## src/rtl/lcpc_pkg.sv

```systemverilog
// Shared types, constants and control structs for the lattice chain partition block.
// Depends on nothing; every other RTL file but lcpc_ram imports it.
`timescale 1ns / 1ps
`default_nettype none

package lcpc_pkg;

  // Sizing
  localparam int MAX_LATTICE_DEF = 64;
  localparam int MAX_LAYERS      = 4;
  localparam int FACTOR_INPUTS   = 4;
  localparam int LAYER_CAP       = (MAX_LAYERS < FACTOR_INPUTS) ? MAX_LAYERS : FACTOR_INPUTS;

  localparam int FAC_W  = 32;   // Q8.24 factor
  localparam int DENS_W = 48;   // Q16.32 density
  localparam int S_W    = 51;   // 4*d + d + d
  localparam int PHI_W  = S_W - 24 + FAC_W;
  localparam int PLO_W  = 24 + FAC_W;
  localparam int SUM_W  = 55;   // up to 64 densities (lattice size clamped to MAX_LATTICE_DEF)
  localparam int QUO_W  = 64;
  localparam int DVR_W  = 7;    // divisor up to 64
  localparam int LEN_W  = 7;    // lattice size up to 65 before the clamp
  localparam int CNT9_W = 9;    // compare width for counters vs sizes
  localparam int CFG_W  = 6;
  localparam int IDX_W  = 2;

  localparam int DIV_DIGIT_W = 8;
  localparam int DIV_CYCLES  = QUO_W / DIV_DIGIT_W;

  localparam logic [DENS_W-1:0] DENS_MAX = {DENS_W{1'b1}};
  localparam logic [DENS_W-1:0] ONE_Q32  = DENS_W'(64'h1_0000_0000);
  localparam logic [DVR_W-1:0]  DIV_SIX  = DVR_W'(6);

  // Register indexes
  localparam logic [IDX_W-1:0] REG_LATTICE_LAYERS   = 2'd0;
  localparam logic [IDX_W-1:0] REG_ADSORBING_LAYERS = 2'd1;
  localparam logic [IDX_W-1:0] REG_NEGLECT_DESORBED = 2'd2;

  // Status codes
  localparam logic [1:0] STATUS_OK    = 2'd0;
  localparam logic [1:0] STATUS_SMALL = 2'd1;
  localparam logic [1:0] STATUS_SAT   = 2'd2;

  typedef struct packed {
    logic [FAC_W-1:0] factor_layer0;
    logic [FAC_W-1:0] factor_layer1;
    logic [FAC_W-1:0] factor_layer2;
    logic [FAC_W-1:0] factor_layer3;
    logic             last;
  } in_item_t;

  typedef struct packed {
    logic [DENS_W-1:0] kd;
    logic [1:0]        status;
  } out_item_t;

  typedef enum logic [3:0] {
    S_IDLE, S_SEED, S_RD0, S_LD0, S_RDN, S_LDN, S_MULHI, S_MULLO,
    S_CDIV, S_CWAIT, S_CWR, S_FINISH, S_KDIV, S_KWAIT, S_EMIT
  } ctrl_state_t;

  typedef struct packed {
    logic load_item;
    logic sat_clr;
    logic cnt_inc;
    logic seed_wr;
    logic rd_first;
    logic rd_next;
    logic ld_cur;
    logic ld_nxt;
    logic mul_hi;
    logic mul_lo;
    logic div_cell_go;
    logic div_kd_go;
    logic cell_wr;
    logic out_load;
  } dp_cmd_t;

  typedef struct packed {
    logic too_small;
    logic seed_end;
    logic cell_end;
    logic ads_row;
    logic div_done;
    logic last;
    logic out_full;
  } dp_stat_t;

endpackage

`default_nettype wire

```

## src/rtl/lcpc_ctrl.sv

```systemverilog
// Sequencer: seed sweep, per-cell step sweep, final division and result hand-off.
// Depends on lcpc_pkg.
`timescale 1ns / 1ps
`default_nettype none

module lcpc_ctrl
  import lcpc_pkg::*;
(
  input  wire logic     clk,
  input  wire logic     rst,
  input  wire logic     in_valid,
  output logic          in_ready,
  output dp_cmd_t       cmd,
  input  wire dp_stat_t stat
);

  ctrl_state_t state, state_next;
  logic        first, first_next;

  always_ff @(posedge clk) begin
    if (rst) begin
      state <= S_IDLE;
      first <= 1'b1;
    end else begin
      state <= state_next;
      first <= first_next;
    end
  end

  always_comb begin
    state_next = state;
    first_next = first;
    unique case (state)
      S_IDLE: begin
        if (in_valid) begin
          if (first)               state_next = S_SEED;
          else if (stat.too_small) state_next = S_FINISH;
          else                     state_next = S_RD0;
        end
      end
      S_SEED:  if (stat.seed_end) state_next = S_FINISH;
      S_RD0:   state_next = S_LD0;
      S_LD0:   state_next = S_RDN;
      S_RDN:   state_next = S_LDN;
      S_LDN:   state_next = stat.ads_row ? S_MULHI : S_CDIV;
      S_MULHI: state_next = S_MULLO;
      S_MULLO: state_next = S_CDIV;
      S_CDIV:  state_next = S_CWAIT;
      S_CWAIT: if (stat.div_done) state_next = S_CWR;
      S_CWR:   state_next = stat.cell_end ? S_FINISH : S_RDN;
      S_FINISH: begin
        first_next = stat.last;
        if (!stat.last)          state_next = S_IDLE;
        else if (stat.too_small) state_next = S_EMIT;
        else                     state_next = S_KDIV;
      end
      S_KDIV:  state_next = S_KWAIT;
      S_KWAIT: if (stat.div_done) state_next = S_EMIT;
      S_EMIT:  if (!stat.out_full) state_next = S_IDLE;
      default: state_next = S_IDLE;
    endcase
  end

  always_comb begin
    cmd      = '0;
    in_ready = 1'b0;
    unique case (state)
      S_IDLE: begin
        in_ready      = 1'b1;
        cmd.load_item = in_valid;
        cmd.sat_clr   = in_valid & first;
      end
      S_SEED: begin
        cmd.seed_wr = 1'b1;
        cmd.cnt_inc = ~stat.seed_end;
      end
      S_RD0:   cmd.rd_first    = 1'b1;
      S_LD0:   cmd.ld_cur      = 1'b1;
      S_RDN:   cmd.rd_next     = 1'b1;
      S_LDN:   cmd.ld_nxt      = 1'b1;
      S_MULHI: cmd.mul_hi      = 1'b1;
      S_MULLO: cmd.mul_lo      = 1'b1;
      S_CDIV:  cmd.div_cell_go = 1'b1;
      S_CWR: begin
        cmd.cell_wr = 1'b1;
        cmd.cnt_inc = ~stat.cell_end;
      end
      S_KDIV:  cmd.div_kd_go = 1'b1;
      S_EMIT:  cmd.out_load  = ~stat.out_full;
      default: cmd = '0;
    endcase
  end

endmodule

`default_nettype wire

```

## config.mk

```make
export PLATFORM = sky130hd
export DESIGN_NAME = lcpc_ctrl
export DESIGN_NICKNAME = d
export VERILOG_FILES = /design/src/rtl/lcpc_pkg.sv /design/src/rtl/lcpc_ctrl.sv
export SDC_FILE = /design/constraint.sdc
export NUM_CORES = 1
export LEC_CHECK = 0
export BUFFER_PORTS_ARGS = -buffer_cell sky130_fd_sc_hd__buf_2
export CAP_MARGIN = 15
export CORE_UTILIZATION = 40
export CTS_BUF_LIST = sky130_fd_sc_hd__clkbuf_4 sky130_fd_sc_hd__clkbuf_8
export CTS_CLUSTER_SIZE = 28
export DETAILED_ROUTE_END_ITERATION = 7
export PLACE_DENSITY = 0.71
export SETUP_SLACK_MARGIN = 0.4
export SYNTH_ARGS = -nofsm -noshare
export SYNTH_HDL_FRONTEND = slang
export SYNTH_SLANG_ARGS = --single-unit
```

## constraint.sdc

```tcl
create_clock -name clk -period 1.7 [get_ports clk]
set_input_delay 0.34 -clock clk [delete_from_list [all_inputs] [get_ports clk]]
set_output_delay 0.34 -clock clk [all_outputs]
set_load 0.005 [all_outputs]
```

==> Word-level counts from Yosys, hierarchy flattened <==
Cells that the tools add are included.
{ "totals": {"regBits": 5, "output_inout_bits": 15, "word_cells": 53} }
{ "classes": {"eq_ne": 19, "n_mux": 26, "bitwise_logic": 4, "reduce_logical": 2} }
{ "op_table": {"columns": ["cell", "n"], "rows": [
  ["$pmux 4 s15", 1],
  ["$mux 4", 10],
  ["$eq 4x4->1 const B", 7],
  ["$eq 4x3->1 const B", 4],
  ["$mux 1", 12],
  ["$ne 2x2->1 const B", 5],
  ["$eq 4x2->1 const B", 2],
  ["$reduce_and 5->1", 1],
  ["$eq 4x1->1 const B", 1],
  ["$logic_not 4->1", 1],
  ["$mux 2", 2],
  ["$not 1->1", 3],
  ["$pmux 1 s2", 1],
  ["$and 1x1->1", 1]
]} }

==> Depth between registers and ports, before layout <==
{ "depth": {"depth_word": 4, "depth_mapped": 6} }

==> Least setup slack after synthesis <==
OpenSTA, ideal clock, no wires.
{ "synth_timing": {"path_kind": "register -> output", "start": "reg state[0]", "end": "out cmd[11] in the netlist's numbering", "t_arrival_ns": 1.132, "required_time_ns": 1.360, "setup_slack_ns": 0.228, "path_stages_with_launch": 6, "cell_sequence": "dfxtp_1 > buf_2 > buf_2 > nor4b_1 > a31oi_1 > nor2_1"} }
{ "synth_rtl": {"columns": ["item", "line_no", "text"], "rows": [
  ["from (decl)", "lcpc_ctrl.sv:17", "ctrl_state_t state, state_next;"],
  ["from (signal assigned)", "lcpc_ctrl.sv:25", "state <= state_next;"],
  ["to (decl)", "lcpc_ctrl.sv:13", "output dp_cmd_t cmd,"]
]} }

==> results list <==
* Total Power: 2.15 mW
* Per-cell routed wire length: between 20 and 25 µm
- The initial antenna violation count was 0.
- For the worst setup path, the data required time is 1360 ps.
- GRT met3 Usage: 1.67%
* Kind of critical path: flip-flop to output port
- Fraction of the mapped netlist area in compound gates: a little over a quarter
- Critical path's slowest cell: or4_4
* Clock insertion delay at the later pin of the skew report: 260 ps
- Total CTS buffers: 3
- Post-synthesis adder-cell area fraction: 0%
- The initialized floorplan defines 13 standard-cell rows.
* Max Clock Freq: between 500 and 600 MHz
- Max-cap violations in this run came to 0.
- STA classifies the critical path endpoint as an output port.
- Cell Pwr Density: 1800 nW/µm²
* Sequential-to-total area share from yosys stat: 17.0%
- The worst hold path belongs to the class input port to flip-flop.
- For this run, the number of Yosys warnings is 0.
- Number of clock sinks: 5
* Flip-flop and latch count after synthesis: 5
- Input and output buffers added on the ports amount to 24.
* CP Data Arrival Time: 1450 ps
- GRT Resource Usage Total: between 20% and 30%
- In this run the static leakage power is slightly below 0.5 nW.
- Global-route track usage on met2: 54.8%
- Setup crit start kind: flip-flop
- Synthesized-area fraction occupied by xor and xnor cells: 0%
- CP peak stage delay: 540 ps
* Area of the multi-input gates: 642 µm²
- Entering global routing, the biggest net connects 11 pins.
* Relative slew slack: 62.2%
- In this run the most used layer during global routing was met2.
- The final reports fail on negative setup slack.
- The total area inside the core boundary comes to 1330 µm².
- List of cells traversed by the critical path: or4_4 -> inv_2 -> and3_1 -> buf_2
- Initial DRC count: 42
* Routed wire length: 3050 µm
* IO Count: 25
- Layout area overhead: 102%
- Max-slew violations: 0
- Post-Route Skew: 6.20 ps
* Number of setup violations in the final report: 7
* Root buffer cell: clkbuf_4
- The clock passes through at most 2 buffers.
- Among all flip-flop cells after synthesis, the most frequent one is dfxtp_1.
- Min Hold Slack: 327 ps
* RSZ-0062 raised after global routing: yes
- For this run, global-route usage on met1 was measured as 29.5%.
* Post-synthesis cell area: 589 µm²
- Nets@finish: 146
- After synthesis, the share of cell area in mux cells is 1.91%.
- Detail-routed via count per cell: approximately 6.5
* Routed via count: 982
- The via count of the first global-routing pass was 707.
- Combinational family with the most area after synthesis: simple AND/OR/NAND/NOR gates
- Most frequent cells in the layout: 23 x buf_2, 13 x buf_4, 11 x nor2_1
- The die covers 1630 µm².
- Yosys cell types: 32
* # diodes: 0
- Area used by sequential logic in the layout: 108 µm²
- Of all flip-flops after synthesis, the portion carrying an async set or reset was 0%.
- The worst path in the final design needs a cycle of 1790 ps, including I/O delays and setup.
* Starting density of the core: 44.2%
- TritonCTS built the clock tree.
- Outcome: finished, violations left
- Worst Max-Slew Pin Slew: 559 ps
* Number of enable-type register cells in the synthesized netlist: 0
- Summed over all layers, the global routing overflow is 0.
- The die is 40.4 µm wide.
- Most common cell after layout, fill and taps aside: buf_2
- Of all nets on the critical path, the largest fanout is 3.
* Fraction of final layout cells sized beyond drive strength 1: between 60 and 70%
- Net count after synthesis: 100
* Ratio of final minimum period to clock period: 105%
- The layout has 62 filler cells.
* Post-Layout Cell Count: 150
- Basic-gate share of the synthesized area counting and, or, nand and nor cells: 46.1%
- After technology mapping, the gate count stands at 90.
- First-pass iteration count of the detailed router: 5
- Once detail routing completed, the nets flagged for antenna violations numbered 0.
* Routability cong.: 0.942
* Maximum vdd drop: 0.00115 V
- After clock tree synthesis, the clock-pin slew on the worst setup and hold paths is 50 ps.
- The first global-routing pass estimated 3050 µm of wire.
- The HPWL after detailed placement is between 1000 and 1500 µm.
- # placed instances: between 100 and 150
- H-tree lvl count: 1
- Minimum setup slack in the final design: -85.4 ps
- Fin. Hold Viols: 0
* Avg Cell Area, Syn: 6.55 µm²
- Chip height: 40.4 µm
- DRC violations left: 0
## power by group
part	leakage (nW)	internal [mW]	switching (mW)
clock network	0.0184	0.106	0.0677
registers	0.0428	0.170	0.0564
logic	0.432	0.866	0.883
## synthesized netlist by cell type, drive strengths merged, types with 2 or more instances
library cell  count  area (µm²)
nand2b            9        56.3
nand2             5        18.8
buf               7        36.3
nor4b             2        17.5
dfxtp             5         100
nor2             16        60.1
nor3              7        35.0
o21ai             5        25.0
nor3b             2        15.0
inv               2        7.51
nor2b             3        18.8
a21oi             9        45.0
## worst max-delay path, delay by kind of cell (launching register included)
family        cells  cell delay [ps]
buf+inv           2              170
flops             1              330
simple gates      2              680
## metal layers
metal  vias to the layer above  routed length [µm]  part of all wire, %
met4                         0                 173                  5.7
li1                        419                   -                    -
met1                       449                1120                   37
met2                        85                1420                   47
met3                        29                 328                   11
met5                         -                   0                    0
## flip-flops by register name, summed over array words and instances, names as in the netlist
| signal | cells |
|---|---|
| first | 1 |
| state | 4 |
## stage by stage
step,worst slack (ps),setup TNS [ps],cell area [µm²],utilization [%]
finish,-85.4,-241,1190,89.3
global route,-186,-659,1190,89.3
CTS,-54.0,-96.3,992,74.4
detailed placement,169,0,754,56.6
global placement,182,0,754,56.6
floorplan,287,0,607,-
## final timing paths
path	startpoint	end	slack, ps	cells after the start
max	state[3]$_SDFFE_PP0P_	cmd[12]	-90	4
min	rst	state[3]$_SDFFE_PP0P_	330	2
max reg2reg	state[3]$_SDFFE_PP0P_	state[2]$_SDFFE_PP0P_	10	8
min reg2reg	state[1]$_SDFFE_PP0P_	state[1]$_SDFFE_PP0P_	600	2
## timing repair
item | in CTS | in global routing
endpoints found under the setup margin | 20 | 20
hold buffers | 0 | 0
gates cloned | 0 | 0
endpoints found under the hold margin | 0 | 0
gates resized for setup | 34 | 28
pin swaps | 15 | 15
setup buffers | 8 | 9
## logic make-up after synthesis
| family | Yosys count |
|---|---|
| AND/OR/NAND/NOR | 51 |
| AO/OA/AOI/OAI | 23 |
| buffers and inverters | 10 |
| flip-flops | 5 |
| multiplexers | 1 |
## cell type report
class	count	share of cell area [%]
multi-input cells	75	53.9
flip-flops and latches	5	9.03
inverters	2	1.05
well taps	15	1.58
clock buffers	4	2.52
repair buffers	49	31.9
Note: power is estimated with default switching activity, not from simulation.
